--- config.mk ---
export PLATFORM = sky130hd
export DESIGN_NAME = balance_pid_motor_drive
export DESIGN_NICKNAME = d
export VERILOG_FILES = /design/src/design/bpmd_pkg.sv /design/src/design/balance_pid_motor_drive.sv /design/src/design/bpmd_regs.sv /design/src/design/bpmd_integ.sv /design/src/design/bpmd_gain.sv /design/src/design/bpmd_shape.sv
export SDC_FILE = /design/constraint.sdc
export NUM_CORES = 2
export LEC_CHECK = 0
export ABC_AREA = 1
export BUFFER_PORTS_ARGS = -buffer_cell sky130_fd_sc_hd__buf_4
export CELL_PAD_IN_SITES_DETAIL_PLACEMENT = 1
export CELL_PAD_IN_SITES_GLOBAL_PLACEMENT = 1
export CORE_UTILIZATION = 54
export CTS_BUF_LIST = sky130_fd_sc_hd__clkbuf_8
export DETAILED_ROUTE_END_ITERATION = 10
export PLACE_DENSITY_LB_ADDON = 0.12
export SLEW_MARGIN = 20
export SYNTH_ARGS = -nofsm -noshare
export SYNTH_HDL_FRONTEND = slang
export SYNTH_HIERARCHICAL = 1
export SYNTH_SLANG_ARGS = --single-unit
--- constraint.sdc ---
create_clock -name clk -period 11.8 [get_ports clk]
set_input_delay 0.59 -clock clk [delete_from_list [all_inputs] [get_ports clk]]
set_output_delay 0.59 -clock clk [all_outputs]
set_load 0.005 [all_outputs]
--- src/design/bpmd_pkg.sv ---
// ----------------------------------------------------------------------------
// bpmd_pkg
// Shared widths, register map, reset values and stage structs for the
// balance PID motor drive.
// ----------------------------------------------------------------------------
package bpmd_pkg;

  localparam int ADDR_W  = 5;
  localparam int DATA_W  = 32;
  localparam int GAIN_W  = 20;
  localparam int LIMIT_W = 18;
  localparam int DUTY_W  = 15;
  localparam int BAND_W  = 16;
  localparam int ANGLE_W = 17;
  localparam int DIFF_W  = 18;
  localparam int SUM_W   = 19;
  localparam int SUMX_W  = 20;
  localparam int DIR_W   = 2;
  localparam int PP_W    = 38;
  localparam int PI_W    = 40;
  localparam int PD_W    = 39;
  localparam int CORR_W  = 41;
  localparam int MAG_W   = 42;

  localparam logic [DUTY_W-1:0] CORR_MAX = 15'd23040;

  localparam logic [GAIN_W-1:0]  RST_GAIN_PROP    = 20'd61440;
  localparam logic [GAIN_W-1:0]  RST_GAIN_INTEG   = 20'd307;
  localparam logic [GAIN_W-1:0]  RST_GAIN_DERIV   = 20'd36864;
  localparam logic [LIMIT_W-1:0] RST_SUM_LIMIT    = 18'd217600;
  localparam logic [DUTY_W-1:0]  RST_DUTY_FLOOR   = 15'd15360;
  localparam logic [DUTY_W-1:0]  RST_DUTY_CEILING = 15'd23040;
  localparam logic [BAND_W-1:0]  RST_DEAD_BAND    = 16'd256;

  typedef enum logic [2:0] {
    REG_GAIN_PROP,
    REG_GAIN_INTEG,
    REG_GAIN_DERIV,
    REG_SUM_LIMIT,
    REG_DUTY_FLOOR,
    REG_DUTY_CEILING,
    REG_DEAD_BAND
  } reg_idx_t;

  typedef enum logic [DIR_W-1:0] {
    DIR_STOP,
    DIR_FORWARD,
    DIR_BACKWARD
  } dir_t;

  typedef struct packed {
    logic [GAIN_W-1:0]  gain_prop;
    logic [GAIN_W-1:0]  gain_integ;
    logic [GAIN_W-1:0]  gain_deriv;
    logic [LIMIT_W-1:0] sum_limit;
    logic [DUTY_W-1:0]  duty_floor;
    logic [DUTY_W-1:0]  duty_ceiling;
    logic [BAND_W-1:0]  dead_band;
  } cfg_t;

  typedef struct packed {
    logic signed [ANGLE_W-1:0] err;
    logic signed [DIFF_W-1:0]  diff;
    logic signed [SUM_W-1:0]   sum;
    dir_t                      dir;
  } integ_t;

  typedef struct packed {
    logic signed [CORR_W-1:0] corr;
    logic signed [SUM_W-1:0]  sum;
    dir_t                     dir;
  } corr_t;

endpackage

--- src/design/balance_pid_motor_drive.sv ---
// ----------------------------------------------------------------------------
// balance_pid_motor_drive
// PID balance controller: pitch angle in, motor duty and direction out.
// ----------------------------------------------------------------------------
// Each angle transaction is taken as the error and yields exactly one result
// transaction, in order. The block is a five-stage pipeline: input register,
// error history (clamped sum, difference, direction), gain multiplies,
// correction sum, and magnitude/duty shaping into the result register. It
// accepts one transaction per cycle while the result side does not stall. The
// per-cycle rate is set by the error-sum register, whose add-and-clamp feeds
// back into that register combinationally. A stalled result holds only the
// stages behind it; empty stages still fill, so angles keep flowing until
// every stage is occupied. Registers sit on an APB port at byte address
// 4*index; write them only while the pipeline is empty. Direction stop still
// carries the band-limited duty; if the floor is set above the ceiling, the
// floor wins for small corrections.
// ----------------------------------------------------------------------------
module balance_pid_motor_drive
  import bpmd_pkg::*;
#(
  parameter int GAIN_FRAC_BITS = 12
)(
  input  logic                      clk,
  input  logic                      rst,
  input  logic                      psel,
  input  logic                      penable,
  input  logic                      pwrite,
  input  logic [ADDR_W-1:0]         paddr,
  input  logic [DATA_W-1:0]         pwdata,
  output logic [DATA_W-1:0]         prdata,
  output logic                      pready,
  input  logic                      angle_valid,
  output logic                      angle_ready,
  input  logic signed [ANGLE_W-1:0] angle,
  output logic                      result_valid,
  input  logic                      result_ready,
  output logic [DUTY_W-1:0]         duty,
  output logic [DIR_W-1:0]          direction,
  output logic [DUTY_W-1:0]         correction_mag,
  output logic signed [SUM_W-1:0]   error_sum
);

  cfg_t   cfg;
  integ_t integ_q;
  corr_t  corr_q;

  // Stage valids: 0 input register, 1 history, 2 products, 3 correction,
  // 4 result register.
  logic                      v0, v1, v2, v3, v4;
  logic                      en0, en1, en2, en3, en4;
  logic signed [ANGLE_W-1:0] angle_q;

  assign pready = 1'b1;

  // A stage advances when it is empty or its content moves on.
  assign en4 = !v4 || result_ready;
  assign en3 = !v3 || en4;
  assign en2 = !v2 || en3;
  assign en1 = !v1 || en2;
  assign en0 = !v0 || en1;

  assign angle_ready  = en0;
  assign result_valid = v4;

  always_ff @(posedge clk) begin
    if (rst) begin
      v0 <= 1'b0;
      v1 <= 1'b0;
      v2 <= 1'b0;
      v3 <= 1'b0;
      v4 <= 1'b0;
    end else begin
      if (en0) v0 <= angle_valid;
      if (en1) v1 <= v0;
      if (en2) v2 <= v1;
      if (en3) v3 <= v2;
      if (en4) v4 <= v3;
    end
  end

  // Capture the angle of each accepted transaction.
  always_ff @(posedge clk) begin
    if (en0 && angle_valid) begin
      angle_q <= angle;
    end
  end

  bpmd_regs u_regs (
    .clk     (clk),
    .rst     (rst),
    .psel    (psel),
    .penable (penable),
    .pwrite  (pwrite),
    .paddr   (paddr),
    .pwdata  (pwdata),
    .prdata  (prdata),
    .cfg     (cfg)
  );

  // Update the error history only when a real item moves on, so bubbles
  // leave the running sum untouched.
  bpmd_integ u_integ (
    .clk     (clk),
    .rst     (rst),
    .advance (v0 && en1),
    .err     (angle_q),
    .cfg     (cfg),
    .q       (integ_q)
  );

  bpmd_gain u_gain (
    .clk      (clk),
    .load_mul (v1 && en2),
    .load_sum (v2 && en3),
    .d        (integ_q),
    .cfg      (cfg),
    .q        (corr_q)
  );

  bpmd_shape #(
    .GAIN_FRAC_BITS (GAIN_FRAC_BITS)
  ) u_shape (
    .clk            (clk),
    .load           (v3 && en4),
    .d              (corr_q),
    .cfg            (cfg),
    .duty           (duty),
    .direction      (direction),
    .correction_mag (correction_mag),
    .error_sum      (error_sum)
  );

  // Sum held within the configured limit.
  assert property (@(posedge clk) disable iff (rst)
    result_valid |-> (SUMX_W'(error_sum) <= signed'({2'b00, cfg.sum_limit})) &&
                     (SUMX_W'(error_sum) >= -signed'({2'b00, cfg.sum_limit})))
    else $error("error_sum outside the sum limit");

  // Correction magnitude clamped to 90 units.
  assert property (@(posedge clk) disable iff (rst)
    result_valid |-> correction_mag <= CORR_MAX)
    else $error("correction_mag above clamp");

  // With a sane band, the duty sits inside it.
  assert property (@(posedge clk) disable iff (rst)
    (result_valid && cfg.duty_floor <= cfg.duty_ceiling) |->
      (duty >= cfg.duty_floor) && (duty <= cfg.duty_ceiling))
    else $error("duty outside the configured band");

  // A stalled result stays put while the pipeline behind it fills.
  assert property (@(posedge clk) disable iff (rst)
    (result_valid && !result_ready) |=> result_valid && $stable(duty) &&
                                        $stable(error_sum))
    else $error("result register changed under stall");

endmodule

--- src/design/bpmd_regs.sv ---
// ----------------------------------------------------------------------------
// bpmd_regs
// APB register file holding the gains, limits and dead band.
// ----------------------------------------------------------------------------
module bpmd_regs
  import bpmd_pkg::*;
(
  input  logic              clk,
  input  logic              rst,
  input  logic              psel,
  input  logic              penable,
  input  logic              pwrite,
  input  logic [ADDR_W-1:0] paddr,
  input  logic [DATA_W-1:0] pwdata,
  output logic [DATA_W-1:0] prdata,
  output cfg_t              cfg
);

  reg_idx_t idx;
  logic     wr;

  assign idx = reg_idx_t'(paddr[4:2]);
  assign wr  = psel && penable && pwrite;

  always_ff @(posedge clk) begin
    if (rst) begin
      cfg.gain_prop    <= RST_GAIN_PROP;
      cfg.gain_integ   <= RST_GAIN_INTEG;
      cfg.gain_deriv   <= RST_GAIN_DERIV;
      cfg.sum_limit    <= RST_SUM_LIMIT;
      cfg.duty_floor   <= RST_DUTY_FLOOR;
      cfg.duty_ceiling <= RST_DUTY_CEILING;
      cfg.dead_band    <= RST_DEAD_BAND;
    end else if (wr) begin
      case (idx)
        REG_GAIN_PROP:    cfg.gain_prop    <= pwdata[GAIN_W-1:0];
        REG_GAIN_INTEG:   cfg.gain_integ   <= pwdata[GAIN_W-1:0];
        REG_GAIN_DERIV:   cfg.gain_deriv   <= pwdata[GAIN_W-1:0];
        REG_SUM_LIMIT:    cfg.sum_limit    <= pwdata[LIMIT_W-1:0];
        REG_DUTY_FLOOR:   cfg.duty_floor   <= pwdata[DUTY_W-1:0];
        REG_DUTY_CEILING: cfg.duty_ceiling <= pwdata[DUTY_W-1:0];
        REG_DEAD_BAND:    cfg.dead_band    <= pwdata[BAND_W-1:0];
        default: ;
      endcase
    end
  end

  always_comb begin
    case (idx)
      REG_GAIN_PROP:    prdata = DATA_W'(cfg.gain_prop);
      REG_GAIN_INTEG:   prdata = DATA_W'(cfg.gain_integ);
      REG_GAIN_DERIV:   prdata = DATA_W'(cfg.gain_deriv);
      REG_SUM_LIMIT:    prdata = DATA_W'(cfg.sum_limit);
      REG_DUTY_FLOOR:   prdata = DATA_W'(cfg.duty_floor);
      REG_DUTY_CEILING: prdata = DATA_W'(cfg.duty_ceiling);
      REG_DEAD_BAND:    prdata = DATA_W'(cfg.dead_band);
      default:          prdata = '0;
    endcase
  end

endmodule

--- src/design/bpmd_integ.sv ---
// ----------------------------------------------------------------------------
// bpmd_integ
// Error history: clamped running sum, error difference and direction.
// ----------------------------------------------------------------------------
module bpmd_integ
  import bpmd_pkg::*;
(
  input  logic                      clk,
  input  logic                      rst,
  input  logic                      advance,
  input  logic signed [ANGLE_W-1:0] err,
  input  cfg_t                      cfg,
  output integ_t                    q
);

  logic signed [ANGLE_W-1:0] last_error;
  logic signed [SUM_W-1:0]   accumulated_error;
  logic signed [SUMX_W-1:0]  sum_raw;
  logic signed [SUMX_W-1:0]  lim;
  logic signed [SUMX_W-1:0]  sum_c;
  logic signed [DIFF_W-1:0]  err_x;
  logic signed [DIFF_W-1:0]  db;
  integ_t                    q_next;

  assign sum_raw = SUMX_W'(accumulated_error) + SUMX_W'(err);
  assign lim     = signed'({2'b00, cfg.sum_limit});
  assign err_x   = DIFF_W'(err);
  assign db      = signed'({2'b00, cfg.dead_band});

  always_comb begin
    if (sum_raw > lim) begin
      sum_c = lim;
    end else if (sum_raw < -lim) begin
      sum_c = -lim;
    end else begin
      sum_c = sum_raw;
    end
    q_next.err  = err;
    q_next.diff = err_x - DIFF_W'(last_error);
    q_next.sum  = sum_c[SUM_W-1:0];
    if (err_x > db) begin
      q_next.dir = DIR_FORWARD;
    end else if (err_x < -db) begin
      q_next.dir = DIR_BACKWARD;
    end else begin
      q_next.dir = DIR_STOP;
    end
  end

  always_ff @(posedge clk) begin
    if (rst) begin
      last_error        <= '0;
      accumulated_error <= '0;
    end else if (advance) begin
      last_error        <= err;
      accumulated_error <= q_next.sum;
    end
  end

  always_ff @(posedge clk) begin
    if (advance) begin
      q <= q_next;
    end
  end

endmodule

--- src/design/bpmd_gain.sv ---
// ----------------------------------------------------------------------------
// bpmd_gain
// Gain multiplies (one stage) and the three-way correction sum (one stage).
// ----------------------------------------------------------------------------
module bpmd_gain
  import bpmd_pkg::*;
(
  input  logic   clk,
  input  logic   load_mul,
  input  logic   load_sum,
  input  integ_t d,
  input  cfg_t   cfg,
  output corr_t  q
);

  logic signed [PP_W-1:0]  pp;
  logic signed [PI_W-1:0]  pi;
  logic signed [PD_W-1:0]  pd;
  logic signed [SUM_W-1:0] sum_m;
  dir_t                    dir_m;

  always_ff @(posedge clk) begin
    if (load_mul) begin
      pp    <= PP_W'(signed'({1'b0, cfg.gain_prop}))  * PP_W'(d.err);
      pi    <= PI_W'(signed'({1'b0, cfg.gain_integ})) * PI_W'(d.sum);
      pd    <= PD_W'(signed'({1'b0, cfg.gain_deriv})) * PD_W'(d.diff);
      sum_m <= d.sum;
      dir_m <= d.dir;
    end
  end

  always_ff @(posedge clk) begin
    if (load_sum) begin
      q.corr <= CORR_W'(pp) + CORR_W'(pi) + CORR_W'(pd);
      q.sum  <= sum_m;
      q.dir  <= dir_m;
    end
  end

endmodule

--- src/design/bpmd_shape.sv ---
// ----------------------------------------------------------------------------
// bpmd_shape
// Magnitude, rounding, 90-unit clamp and duty band; holds the result register.
// ----------------------------------------------------------------------------
module bpmd_shape
  import bpmd_pkg::*;
#(
  parameter int GAIN_FRAC_BITS = 12
)(
  input  logic                    clk,
  input  logic                    load,
  input  corr_t                   d,
  input  cfg_t                    cfg,
  output logic [DUTY_W-1:0]       duty,
  output logic [DIR_W-1:0]        direction,
  output logic [DUTY_W-1:0]       correction_mag,
  output logic signed [SUM_W-1:0] error_sum
);

  localparam logic [MAG_W-1:0] RND = MAG_W'(1) << (GAIN_FRAC_BITS - 1);

  logic [CORR_W-1:0] mag;
  logic [MAG_W-1:0]  mag_rnd;
  logic [DUTY_W-1:0] mag_c;
  logic [DUTY_W-1:0] duty_next;

  always_comb begin
    mag     = d.corr[CORR_W-1] ? CORR_W'(-d.corr) : CORR_W'(d.corr);
    mag_rnd = (MAG_W'(mag) + RND) >> GAIN_FRAC_BITS;
    mag_c   = (mag_rnd > MAG_W'(CORR_MAX)) ? CORR_MAX : mag_rnd[DUTY_W-1:0];
    if (mag_c < cfg.duty_floor) begin
      duty_next = cfg.duty_floor;
    end else if (mag_c > cfg.duty_ceiling) begin
      duty_next = cfg.duty_ceiling;
    end else begin
      duty_next = mag_c;
    end
  end

  always_ff @(posedge clk) begin
    if (load) begin
      duty           <= duty_next;
      direction      <= d.dir;
      correction_mag <= mag_c;
      error_sum      <= d.sum;
    end
  end

endmodule

# [Yosys cells after proc, flatten, opt, wreduce, memory -nomap -nowiden]
# Index checks and enable logic that the tools add are counted.
# W data, S select, Z words.
[classes] add_sub_neg=8 mul=3 n_lt_le_gt_ge=7 eq_ne=6 mux=8 n_reduce_logical=25
[op_table] operator="$pmux W20 S7" count=1
[op_table] operator="$mux W15" count=3
[op_table] operator="$add A41 B12 Y42 const B" count=1
[op_table] operator="$add A38 B40 Y41" count=1
[op_table] operator="$add A41 B39 Y41" count=1
[op_table] operator="$mux W41" count=1
[op_table] operator="$neg A41 Y41" count=1
[op_table] operator="$mul A21 B19 Y40" count=1
[op_table] operator="$mul A21 B18 Y39" count=1
[op_table] operator="$mul A21 B17 Y38" count=1
[op_table] operator="$mux W19" count=2
[op_table] operator="$gt A30 B15 Y1 const B" count=1
[op_table] operator="$add A19 B17 Y20" count=1
[op_table] operator="$gt A20 B19 Y1" count=1
[op_table] operator="$lt A20 B20 Y1" count=1
[op_table] operator="$neg A18 Y20" count=1
[op_table] operator="$lt A17 B18 Y1" count=1
[op_table] operator="$neg A16 Y18" count=1
[op_table] operator="$sub A17 B17 Y18" count=1
[op_table] operator="$gt A17 B17 Y1" count=1
[op_table] operator="$gt A15 B15 Y1" count=1
[op_table] operator="$lt A15 B15 Y1" count=1
[op_table] operator="$reduce_and A2 Y1" count=7
[op_table] operator="$eq A3 B3 Y1 const B" count=3
[op_table] operator="7 further kinds" count=22
[word_totals] ff_bits=489 inputBits=61 output_inout_bits=86 wordCells=88

# [Logic depth before layout (Yosys ltp)]
[logic_depth] depth_word=8 depth_mapped=40 ltp_nobuf=40

# [Hierarchy]
# Netlist, hierarchy kept.
[by_module_without_submodules] mod="bpmd_gain" instances=1 cells_each=6181 area_each_um2=48479.0 seq_area_each_um2=6005.8
[by_module_without_submodules] mod="bpmd_integ" instances=1 cells_each=1030 area_each_um2=7940.1 seq_area_each_um2=2402.3
[by_module_without_submodules] mod="bpmd_regs" instances=1 cells_each=976 area_each_um2=6105.9 seq_area_each_um2=2482.4
[by_module_without_submodules] mod="bpmd_shape" instances=1 cells_each=814 area_each_um2=5136.2 seq_area_each_um2=1531.5
[by_module_without_submodules] mod="balance_pid_motor_drive" instances=1 cells_each=49 area_each_um2=743.2 seq_area_each_um2=610.6

# [Least setup slack after synthesis]
# No wires, ideal clock.
[synth_timing] kind="register to register" startpoint="register u_regs/cfg[89] (netlist name)" endpoint="register u_gain.pi[35], data pin" setup_ns=0.252 t_arrival_ns=5.612 required_time_ns=11.548 slack_ns=5.935 path_stages_with_launch=26 path_buffers=2 synth_period_minus_slack_ns=5.865 path_cell_list="dfxtp_1 -> clkbuf_1 -> buf_1 -> nand2_1 -> fa_1 -> inv_1 -> fa_1 -> inv_1 -> fa_1 -> inv_1 -> fa_1 -> fa_1 -> inv_1 -> fa_1 -> inv_1 -> fa_1 -> ha_1 -> nand2_1 -> nor2_1 -> inv_1 -> nor2_1 -> nor2_1 -> nand2_1 -> nand2_1 -> nand3_1 -> nand2_1"
[synth_via] elab_chain_cells=1
[synth_lines] item="$mul A21 B19 Y40" line="bpmd_gain.sv:25" source="pi <= PI_W'(signed'({1'b0, cfg.gain_integ})) * PI_W'(d.sum);"
[synth_lines] item="end signal: assignment" line="bpmd_gain.sv:25"
[synth_lines] item="end: declaration" line="bpmd_gain.sv:17" source="logic signed [PI_W-1:0] pi;"
# No other way between the ends.
# A chain may end at the register's enable or synchronous reset.

# [Worst setup path in the final report]
[layout_timing] startpoint="register u_integ/q[20] (netlist bit)" endpoint="register u_gain.pi[39], data pin"
[layout_via] elab_chain_cells=1
[layout_lines] item="start: declaration" line="bpmd_integ.sv:13" source="output integ_t q"
[layout_lines] item="start signal: assignment" line="bpmd_integ.sv:62" source="q <= q_next;"
[layout_lines] item="$mul A21 B19 Y40" line="bpmd_gain.sv:25"
# No other way between the ends.

==> summary.md <==
| Metric | Value |
|---|---|
| Die area | 0.1281 sq mm |
| Commonest non-fill, non-tap cell in the layout | nand2_1 |
| PD cells | 205.8 mW/mm^2 |
| WS Path Type | register to register |
| Setup TNS | 0 ns |
| Initial antenna violation count | 13 |
| CP startpoint | u_integ/q[20] |
| Peak VDD IR | 0.3403 mV |
| Pin count of the biggest net entering global routing | 77 |
| Initial Util | 0.5447 |
| Outcome | finished clean |
| Max FO, Critical Path | 20 |
| TritonCTS Buffers | 88 |
| Die width | 357.9 um |
| Die height | 357.9 um |
| Worst hold path type | input port to register |
| Post-DR wirelength/cell | 22.16 um |
| Post-Syn Area | 0.06840 sq mm |
| Skew final | 0.08344 ns |
| LEAKAGE | 0.04067 uW |
| Worst Setup End Kind | register |
| IO Port Bufs | 119 |
| Clock Root Buffer | clkbuf_8 |
| Reg2reg path depth | 19 |
| Unrepaired setup endpoints after global routing | false |
| Fraction of registers with async set/reset | 0 |
| Vias in the first global route | 65,700 |
| Final Hold Vio Count | 0 |
| Clock tree sinks | 489 |
| Vias per inst | 5.547 |
| Overall routing resource usage | 0.3760 |
| Cell chain of the critical path | inv_1, or2_2, fa_1, fa_1, inv_1, fa_1, fa_1, fa_1, fa_1, fa_1, ha_1, a21oi_1, o21ai_0, a21oi_1, nand2_1, nand2_1, nand2_1, nand2_1, nand2_1 |
| DR vias | 59,730 |
| Slowest CP cell | edfxtp_1 |
| Least-Margin Pin Slew | 1.217 ns |
| Post-Syn Area per Cell | 7.558 sq um |
| Gpl congestion | 0.9854 |
| R2r setup slk | 4.80 ns |
| Clk_lat worst skew | 0.83 ns |
| Top cell by count, worst path | fa_1 |
| Grt ovf | 0 |
| Total routed wirelength | 238,600 um |
| Reg-to-reg critical path endpoint | u_gain/pi[39] |
| Clk slew on worst S/H paths | 0.07 ns |
| CTS HTree Levels | 3 |
| Critical path buffers and inverters | 2 |
| Seq/Total Area, Yosys | 0.1905 |
| Fin cells | 10,770 |
| TritonCTS clock tree | built |
| Dominant synthesized flop cell | edfxtp_1 |
| Detailed Route Iter0 Violations | 4,033 |
| Post-DP HPWL | 189,200 um |
| Placed cell count | 10,580 |
| Period utilisation layout | 0.5930 |
| # rows | 130 |
| First-pass GRT wire length | 367,700 um |
| Num ports | 147 |
| WP data arrival | 7.49 ns |
| Most frequent cells in the layout | 2,575 x nand2_1, 2,174 x inv_1, 905 x fa_1 |
| First-pass iteration count of the detailed router | 5 |
| Critical Path RT | 12.30 ns |
| Post-route ant nets | 0 |
| Fmax | 142.9 MHz |
| Max Cap Violations | 0 |
| Final Net Count | 10,610 |
| Delay-heaviest family, CP | adder cells |
| Worst hold path depth | 3 |
| Startpoint Class | register |
| Core area | 0.1256 sq mm |
| Worst reg2reg path startpoint | u_integ/q[20] |
| Worst setup path end | u_gain/pi[39] |
| Distinct cells, synth | 56 |
| Number of remaining DRC errors | 0 |
| Critical path depth | 19 |
| Post-Syn Instances | 9,050 |
| Final setup vio count | 0 |
| Number of synthesized register bits | 489 |
| Crit-path max cell delay | 0.65 ns |
| Longest Clk Path Bufs | 3 |
| Layout area overhead | 6.290% |
| Layout cells sized above 1 | 0.05957 |
| Minimum clock period | 6.997 ns |
| Max_slew headroom | 0.1873 |
| EDFF count, synth | 324 |
| Slew Viols, Final | 0 |
| Synth Warn # | 6 |
what timing repair did:
action	in CTS	in global routing
hold endpoints to repair	23	0
setup buffers	0	0
gates resized for setup	0	0
hold buffers	22	0
worst register-to-register path, cell delays in order, from the launching register on:
cell      delay, ns
edfxtp_1       0.65
inv_1          0.46
or2_2          0.44
fa_1           0.51
fa_1           0.55
inv_1          0.06
fa_1           0.51
fa_1           0.52
fa_1           0.54
fa_1           0.60
fa_1           0.43
ha_1           0.39
a21oi_1        0.20
o21ai_0        0.17
a21oi_1        0.17
nand2_1        0.15
nand2_1        0.12
nand2_1        0.06
nand2_1        0.06
nand2_1        0.08
how the worst min path moves through the flow:
stage | startpoint | endpoint | slack [ns]
floorplan | u_integ/q[0] | u_gain/dir_m[0] | 0.40
finish | pwdata[1] | u_regs/cfg[85] | 0.05
detailed placement | u_gain/q[8] | u_shape/error_sum[6] | 0.41
global placement | u_gain/q[18] | u_shape/error_sum[16] | 0.40
global route | pwdata[0] | u_regs/cfg[84] | 0.02
CTS | pwdata[0] | u_regs/cfg[84] | 0.01
routing by layer:
metal  global-route usage  wire length (um)  vias up
met3              0.05913             14810      634
met5                    0               114        -
li1                     -                 -    26880
met2               0.6373            115100     2047
met1               0.4678             96030    30160
met4               0.1823             12600       16
where the power goes:
| part | internal (uW) | switching, uW |
|---|---|---|
| clock network | 903 | 849 |
| logic | 3370 | 7200 |
| registers | 2390 | 257 |
stage by stage:
step / util / worst slack (ns) / instance area (sq um) / hold WS [ns] / power [uW]
3_5_place_dp: 0.5623 / 4.954 / 70610 / 0.4062 / 13110
3_3_place_gp: 0.5623 / 5.056 / 70600 / 0.4006 / 12720
2_1_floorplan: - / 5.935 / 68450 / 0.4003 / 9462
5_1_grt: 0.5790 / 4.519 / 72710 / 0.02468 / 16170
6_report: 0.5790 / 4.803 / 72710 / 0.05313 / 14970
4_1_cts: 0.5787 / 4.869 / 72670 / 0.01461 / 14940
final cells by class:
type,instances,area (sq um)
antenna,2,5.005
clock buffer,101,1390
clock inverter,63,455.4
fill,16010,52860
inverter,2174,8170
multi-input combinational,6058,45790
sequential,489,13040
tap,1650,2064
timing repair buffer,230,1789
cell families (layout without fill, tap and decap cells):
kind of cell,after synthesis,count (layout),synth area share
AND/OR/NAND/NOR,3973,3973,0.2419
AO/OA/AOI/OAI,416,416,0.03206
flip-flops,489,489,0.1905
XOR/XNOR,144,144,0.01844
adder cells (fa/ha/maj),1512,1512,0.3759
other,2,15,0.0001098
buffers and inverters,2514,2568,0.1410
cell usage after synthesis (13+ instances only):
cell / n / area, sq um
nand2_1: 2575 / 9666
inv_1: 2156 / 8093
fa_1: 905 / 18120
nor2_1: 668 / 2507
ha_1: 607 / 7595
nand3_1: 396 / 1982
edfxtp_1: 324 / 9729
clkbuf_1: 236 / 885.9
a21oi_1: 232 / 1161
dfxtp_1: 165 / 3303
o21ai_0: 130 / 650.6
xor2_1: 121 / 1060
nand4_1: 87 / 544.3
nor3_1: 53 / 265.3
nand3_2: 47 / 470.5
buf_2: 43 / 215.2
or2_2: 37 / 231.5
nand2_2: 35 / 219.0
buf_1: 29 / 108.9
buf_4: 26 / 195.2
nor2_2: 24 / 150.1
xnor2_1: 23 / 201.4
nor2_4: 17 / 191.4
inv_2: 16 / 60.06
a31oi_1: 13 / 81.33
sequential cells by signal (all words and copies together), names as in the netlist:
signal	flops
v1	1
u_integ/accumulated_error	19
u_shape/duty	15
u_integ/q	56
v2	1
v0	1
u_gain/sum_m	19
u_integ/last_error	17
u_shape/direction	2
result_valid	1
u_gain/q	62
u_regs/cfg	124
v3	1
u_shape/error_sum	19
u_shape/correction_mag	15
u_gain/pi	40
u_gain/pp	38
angle_q	17
u_gain/pd	39
u_gain/dir_m	2
No activity file was read; power rests on OpenSTA's default activity.
